<file path="src/sv/nls_pkg.sv">
`timescale 1ns / 1ps
`default_nettype none

package nls_pkg;

  localparam int COORD_W       = 16;
  localparam int QIDX_W        = 6;
  localparam int CAP_W         = 7;
  localparam int SQ_W          = 32;
  localparam int DIST_W        = 33;
  localparam int DEPTH_DEFAULT = 64;

  localparam logic [CAP_W-1:0] CAP_RESET = 7'd64;

  typedef enum logic [1:0] {
    OP_ADD   = 2'd0,
    OP_QUERY = 2'd1,
    OP_CLEAR = 2'd2
  } op_t;

  typedef enum logic [1:0] {
    ST_OK        = 2'd0,
    ST_FULL      = 2'd1,
    ST_BAD_INDEX = 2'd2,
    ST_NO_OTHER  = 2'd3
  } status_t;

  typedef enum logic [1:0] {
    S_IDLE,
    S_LOAD,
    S_SQ,
    S_SCAN
  } nls_state_t;

  // control half of the search token that ripples down the cell row
  typedef struct packed {
    logic valid;
    logic found;
  } tok_ctl_t;

endpackage

`default_nettype wire

</file>
<file path="src/sv/nls_cell.sv">
`timescale 1ns / 1ps
`default_nettype none

module nls_cell #(
  parameter int IDX   = 0,
  parameter int IDX_W = 6,
  parameter int CNT_W = 7
) (
  input  wire                                 clk,
  input  wire                                 rst_n,
  input  wire                                 wr_en,
  input  wire  [CNT_W-1:0]                    cnt,
  input  wire  signed [nls_pkg::COORD_W-1:0]  wr_x,
  input  wire  signed [nls_pkg::COORD_W-1:0]  wr_y,
  input  wire  signed [nls_pkg::COORD_W-1:0]  q_x,
  input  wire  signed [nls_pkg::COORD_W-1:0]  q_y,
  input  wire  [nls_pkg::QIDX_W-1:0]          q_idx,
  input  wire  nls_pkg::tok_ctl_t             ctl_in,
  input  wire  [nls_pkg::DIST_W-1:0]          best_d_in,
  input  wire  [IDX_W-1:0]                    best_idx_in,
  output nls_pkg::tok_ctl_t                   ctl_out,
  output logic [nls_pkg::DIST_W-1:0]          best_d_out,
  output logic [IDX_W-1:0]                    best_idx_out,
  output logic signed [nls_pkg::COORD_W-1:0]  pt_x,
  output logic signed [nls_pkg::COORD_W-1:0]  pt_y
);
  import nls_pkg::*;

  localparam int CMP_W = (IDX_W > QIDX_W) ? IDX_W : QIDX_W;

  logic signed [COORD_W-1:0] pt_x_r, pt_y_r;
  logic signed [COORD_W:0]   dx, dy;
  logic signed [2*COORD_W+1:0] px2, py2;
  logic [SQ_W-1:0]           sq_x_r, sq_y_r;
  logic [DIST_W-1:0]         cur_d;
  logic                      part_en;
  logic                      take;
  tok_ctl_t                  ctl_r;
  logic [DIST_W-1:0]         best_d_r;
  logic [IDX_W-1:0]          best_idx_r;

  always_ff @(posedge clk) begin
    if (wr_en && (cnt == CNT_W'(IDX))) begin
      pt_x_r <= wr_x;
      pt_y_r <= wr_y;
    end
  end

  // squares follow the broadcast query point and are registered
  assign dx  = {q_x[COORD_W-1], q_x} - {pt_x_r[COORD_W-1], pt_x_r};
  assign dy  = {q_y[COORD_W-1], q_y} - {pt_y_r[COORD_W-1], pt_y_r};
  assign px2 = dx * dx;
  assign py2 = dy * dy;

  always_ff @(posedge clk) begin
    sq_x_r <= px2[SQ_W-1:0];
    sq_y_r <= py2[SQ_W-1:0];
  end

  assign cur_d   = {1'b0, sq_x_r} + {1'b0, sq_y_r};
  assign part_en = ctl_in.valid && (CNT_W'(IDX) < cnt) && (CMP_W'(IDX) != CMP_W'(q_idx));
  // strict less-than keeps the lower index on a tie
  assign take    = part_en && (!ctl_in.found || (cur_d < best_d_in));

  always_ff @(posedge clk) begin
    if (!rst_n) begin
      ctl_r <= '0;
    end else begin
      ctl_r.valid <= ctl_in.valid;
      ctl_r.found <= ctl_in.found || take;
    end
  end

  always_ff @(posedge clk) begin
    best_d_r   <= take ? cur_d : best_d_in;
    best_idx_r <= take ? IDX_W'(IDX) : best_idx_in;
  end

  assign ctl_out      = ctl_r;
  assign best_d_out   = best_d_r;
  assign best_idx_out = best_idx_r;
  assign pt_x         = pt_x_r;
  assign pt_y         = pt_y_r;

endmodule

`default_nettype wire

</file>
<file path="config.mk">
export PLATFORM = sky130hd
export DESIGN_NAME = nls_cell
export DESIGN_NICKNAME = d
export VERILOG_FILES = /design/src/sv/nls_pkg.sv /design/src/sv/nls_cell.sv
export SDC_FILE = /design/constraint.sdc
export NUM_CORES = 1
export LEC_CHECK = 0
export BUFFER_PORTS_ARGS = -buffer_cell sky130_fd_sc_hd__buf_4
export CAP_MARGIN = 40
export CORE_AREA = 4 4 231 233
export CTS_BUF_LIST = sky130_fd_sc_hd__clkbuf_8
export CTS_CLUSTER_DIAMETER = 50
export DETAILED_ROUTE_END_ITERATION = 6
export DIE_AREA = 0 0 235 237
export PLACE_DENSITY = 0.79
export SLEW_MARGIN = 40
export SYNTH_ARGS = -nofsm -noshare
export SYNTH_HDL_FRONTEND = slang
export SYNTH_SLANG_ARGS = --single-unit
</file>
<file path="constraint.sdc">
create_clock -name clk -period 11.9 [get_ports clk]
set_input_delay 1.19 -clock clk [delete_from_list [all_inputs] [get_ports clk]]
set_output_delay 1.19 -clock clk [all_outputs]
set_load 0.05 [all_outputs]
</file>
Yosys cells after proc, flatten, opt, wreduce, memory -nomap -nowiden
Cells that the tools add are included.
{ "classes": {"add_sub_neg": 3, "mul": 2, "n_lt_le_gt_ge": 2, "n_mux": 1, "n_reduce_logical": 9} }
{ "ops": {"columns": ["operator", "n"], "rows": [
  ["$mul A17 B17 Y32", 2],
  ["$sub A16 B16 Y17", 2],
  ["$add A32 B32 Y33", 1],
  ["$lt A33 B33 Y1", 1],
  ["$mux W33", 1],
  ["$logic_not A7 Y1", 1],
  ["$lt A1 B7 Y1 const A", 1],
  ["$reduce_bool A6 Y1", 1],
  ["$logic_and A1 B1 Y1", 4],
  ["$logic_or A1 B1 Y1", 2],
  ["$logic_not A1 Y1", 1]
]} }
{ "totals": {"register_bits": 137, "in_bits": 121, "out_inout_bits": 73, "wordCells": 25} }

Depth between registers and ports, before layout
{ "logic_depth": {"depth_word": 5, "ltp_mapped": 36, "ltp_nobuf": 35} }

Least setup slack after synthesis
Ideal clock, no wire load.
{ "synth_timing": {"path_kind": "in2reg", "from": "input q_x[0] in the netlist's numbering", "to": "register sq_x_r[31]", "setup_time_ps": 121, "arrival_time_ps": 8887, "t_required_ps": 11779, "path_slack_ps": 2893, "path_stages": 32, "n_path_buf": 1, "path_cell_list": "inv_1 -> ha_1 -> inv_1 -> fa_1 -> a211o_1 -> a2111oi_4 -> o31ai_2 -> o41ai_2 -> o21a_2 -> nor2b_1 -> o21ai_2 -> inv_2 -> clkbuf_1 -> nor2_1 -> fa_1 -> inv_1 -> fa_1 -> inv_1 -> fa_1 -> fa_1 -> fa_1 -> fa_1 -> ha_1 -> a21o_1 -> a21oi_1 -> o21bai_1 -> a21oi_1 -> nor2b_1 -> a311oi_1 -> o21ai_0 -> xnor2_1 -> xnor2_1"} }
{ "synth_via": {"elab_chain_len": 2} }
{ "synth_rtl": {"columns": ["item", "line_no", "rtl"], "rows": [
  ["from (decl)", "nls_cell.sv:15", "input wire signed [nls_pkg::COORD_W-1:0] q_x,"],
  ["$sub A16 B16 Y17", "nls_cell.sv:50", "assign dx = {q_x[COORD_W-1], q_x} - {pt_x_r[COORD_W-1], pt_x_r};"],
  ["$mul A17 B17 Y32", "nls_cell.sv:52", "assign px2 = dx * dx;"],
  ["named net px2[31]", "nls_cell.sv:33", "logic signed [2*COORD_W+1:0] px2, py2;"],
  ["to (signal assigned)", "nls_cell.sv:56", "sq_x_r <= px2[SQ_W-1:0];"],
  ["to (decl)", "nls_cell.sv:34", "logic [SQ_W-1:0] sq_x_r, sq_y_r;"]
]} }
The timed path passes the listed nets, and every way through them passes these cells.
A chain may end at the register's enable or synchronous reset.

Final worst setup path
Ends and elaborated chain as after synthesis.

==> flow_summary_export.csv <==
group,metric,value,unit
outcome,status,"completed",
setup_path,worstPathMaxFanout,16,
yosys,async_flop_share,0,%
route,vias,18800,
yosys,synth.top_cell.area_share,40.5,%
finish,nets,3807,
global_routing,grt_max_degree,33,
yosys,netlist-cell-type-count,72,
cts,clk_latency,550,ps
global_routing,overflow,0,
timing,period_share,83.8,%
cts,post_cts_buffers,0,
timing,slew_violations,0,
placed_design,globalplace.congestion,0.931,
job,drv_cap,0,
yosys,synth_ff_type,"dfxtp_1",
cts,post_cts_resized,0,
finish,fin_cells,3613,
floorplanning,initial_core_util,49.8,%
timing,rsz0062_at_grt,"false",
min_path,hp-class,"flop to flop",
setup_path,max_stage_delay,600,ps
finish,area_delta_synth_final,10.7,%
finish,diodes,0,
yosys,seq_area_frac_synth,11.8,%
cts,htreeDepth,4,
route,drtIter0Drc,1130,
placed_design,post-dp-hpwl,51100,um
cts,clkSinkCount,135,
global_routing,grt_usage,22.1,%
floorplanning,die_h,237,um
cts,cts_tree,"built",
timing,worst_pin_slew,848,ps
setup_path,worst_path_max_delay_cell,"fa_1",
cts,ctsHoldBuffers,0,
placed_design,dp_cells,3581,
timing,setup_viol,0,
floorplanning,rows,83,
setup_path,end_kind,"flop",
route,wirelength,59300,um
global_routing,antenna_found_initial,0,
yosys,synth_edf_count,32,
min_path,hp-start,"sq_x_r[0]",
setup_path,rr_startpoint,"pt_x[0]",
setup_path,crit_arrival,10430,ps
timing,hold_ws,614,ps
global_routing,grt_pass1_wl,98700,um
setup_path,worstSetupPathType,"input port to flop",
route,drc,0,
cts,cts_buffers,17,
setup_path,startpoint_type,"input port",
setup_path,crit_path_start,"q_x[0]",
floorplanning,die_width,235,um
yosys,yosysTopAreaCell,"fa_1",
finish,fill_cells,4504,
floorplanning,io_pins,194,
cts,cts_buffer_depth,2,
cts,cts_root_buffer,"clkbuf_8",
yosys,syn_avg_cell_area,9.34,sq um
yosys,yosys-top-cells-area,"fa_1, ha_1, inv_1",
setup_path,crit_top_cell,"fa_1",
floorplanning,die_area,55700,sq um
yosys,synth_nets,3619,
cts,path_clk_slew,90,ps
setup_path,worst_ep_required_time,12360,ps
timing,fmax,100,MHz
timing,fin_worst_skew,28.5,ps
timing,slew_headroom,43.1,%
route,routedWlPerCell,16.4,um
route,drtPass1Iterations,7,
yosys,synth-seq-cells,135,
yosys,netlist_instances,2732,
route,ant_nets,0,
floorplanning,fp.coreArea,51200,sq um
placed_design,port_buffers,193,
timing,period_needed,9970,ps
route,avgViaCountPerCell,5.19,
timing,hold_violations,0,
yosys,yosys_warnings,0,
global_routing,grt_pass1_vias,20200,
timing,setup_tns,0,ps
finish,drive_gt1_share,10.9,%
yosys,synth_area,25500,sq um
==> critical path, delay by kind of cell <==
family | cells | cell delay (ps)
xor gates and xnor gates | 2 | 380
adders and majority gates | 9 | 3930
and+or+nand+nor | 3 | 360
buffers and inverters | 6 | 900
AOI/OAI and AO/OA | 12 | 3680
==> state kept, by name, summed over array words and instances, names as in the netlist <==
register      flops
best_d_out       33
sq_x_r           31
sq_y_r           31
pt_x             16
pt_y             16
best_idx_out      6
ctl_out           2
==> metrics by stage <==
step	cell area [sq um]	util [%]	setup slack, ps
after floorplan	25500	-	2890
after global placement	27800	54.3	1810
after detailed placement	27800	54.3	1470
after CTS	28200	55.2	2060
after global routing	28300	55.2	1350
final	28300	55.2	1930
==> cell families after synthesis <==
kind of cell	Yosys count	synth area share, %
mux	34	1.50
fa+ha+maj	766	52.7
buf+inv	795	11.7
flops	135	11.8
compound gates	300	7.89
xor+xnor	127	4.43
simple gates	575	9.87
==> metal layers <==
layer  vias to the layer above  wire length [um]  track usage, %
met2                       682             29200            37.6
met3                       103              4820            4.58
li1                       8667                 -               -
met4                         0              1670            7.05
met5                         -                 0               0
met1                      9299             23600            28.5
==> layout make-up <==
type                       count  area [sq um]  area share, %
tap                          680           851           3.01
sequential                   135          3020           10.7
multi-input combinational   1802         19500           69.1
inverter                     747          2810           9.93
clock buffer                  17           234          0.828
timing repair buffer         217          1630           5.77
clock inverter                15           185          0.655
==> cell usage after synthesis, types with 5 or more instances <==
| cell type | count |
|---|---|
| o21ai_1 | 6 |
| a31o_2 | 5 |
| nand2b_1 | 11 |
| a21boi_0 | 8 |
| dfxtp_1 | 103 |
| nand3_1 | 15 |
| a211o_1 | 5 |
| inv_2 | 8 |
| edfxtp_1 | 32 |
| a21o_1 | 39 |
| nor3_1 | 17 |
| o21bai_1 | 9 |
| xnor2_1 | 89 |
| fa_1 | 516 |
| a211oi_1 | 18 |
| nor2b_1 | 25 |
| a21oi_1 | 89 |
| o21ai_0 | 47 |
| xor2_1 | 37 |
| nand2_1 | 211 |
| and3_1 | 14 |
| o211ai_1 | 8 |
| or3_1 | 11 |
| or2_2 | 7 |
| o21a_1 | 22 |
| mux2_2 | 33 |
| inv_1 | 736 |
| and2_1 | 26 |
| ha_1 | 250 |
| clkbuf_1 | 40 |
| nor2_1 | 216 |
==> path summary, 6_finish.rpt <==
check | end | slack (ps) | cells after the start
min reg2reg | best_d_out[0] | 610 | 2
min | best_d_out[0] | 610 | 2
max | sq_x_r[31] | 1930 | 32
max reg2reg | sq_x_r[31] | 2380 | 30
==> placed cells by master (no fill, tap or decap), types with 5 or more instances in the layout <==
| cell | instances |
|---|---|
| nand2_1 | 211 |
| inv_2 | 8 |
| edfxtp_1 | 32 |
| mux2_2 | 33 |
| nand2b_1 | 11 |
| a31o_2 | 5 |
| nor3_1 | 17 |
| a21o_1 | 39 |
| nand3_1 | 15 |
| xor2_1 | 36 |
| o21ai_1 | 6 |
| and3_1 | 13 |
| o21a_1 | 22 |
| a21boi_0 | 8 |
| xnor2_1 | 88 |
| or3_1 | 11 |
| ha_1 | 250 |
| o211ai_1 | 8 |
| clkbuf_8 | 17 |
| a21oi_1 | 89 |
| a211oi_1 | 18 |
| buf_4 | 217 |
| a211o_1 | 5 |
| o21bai_1 | 9 |
| fa_1 | 516 |
| or2_2 | 7 |
| nor2_1 | 216 |
| inv_1 | 736 |
| dfxtp_1 | 103 |
| nor2b_1 | 25 |
| o21ai_0 | 47 |
| and2_1 | 26 |
Power is not shown: default switching activity piles up to over one toggle a cycle in this logic, so the estimate is an artifact.
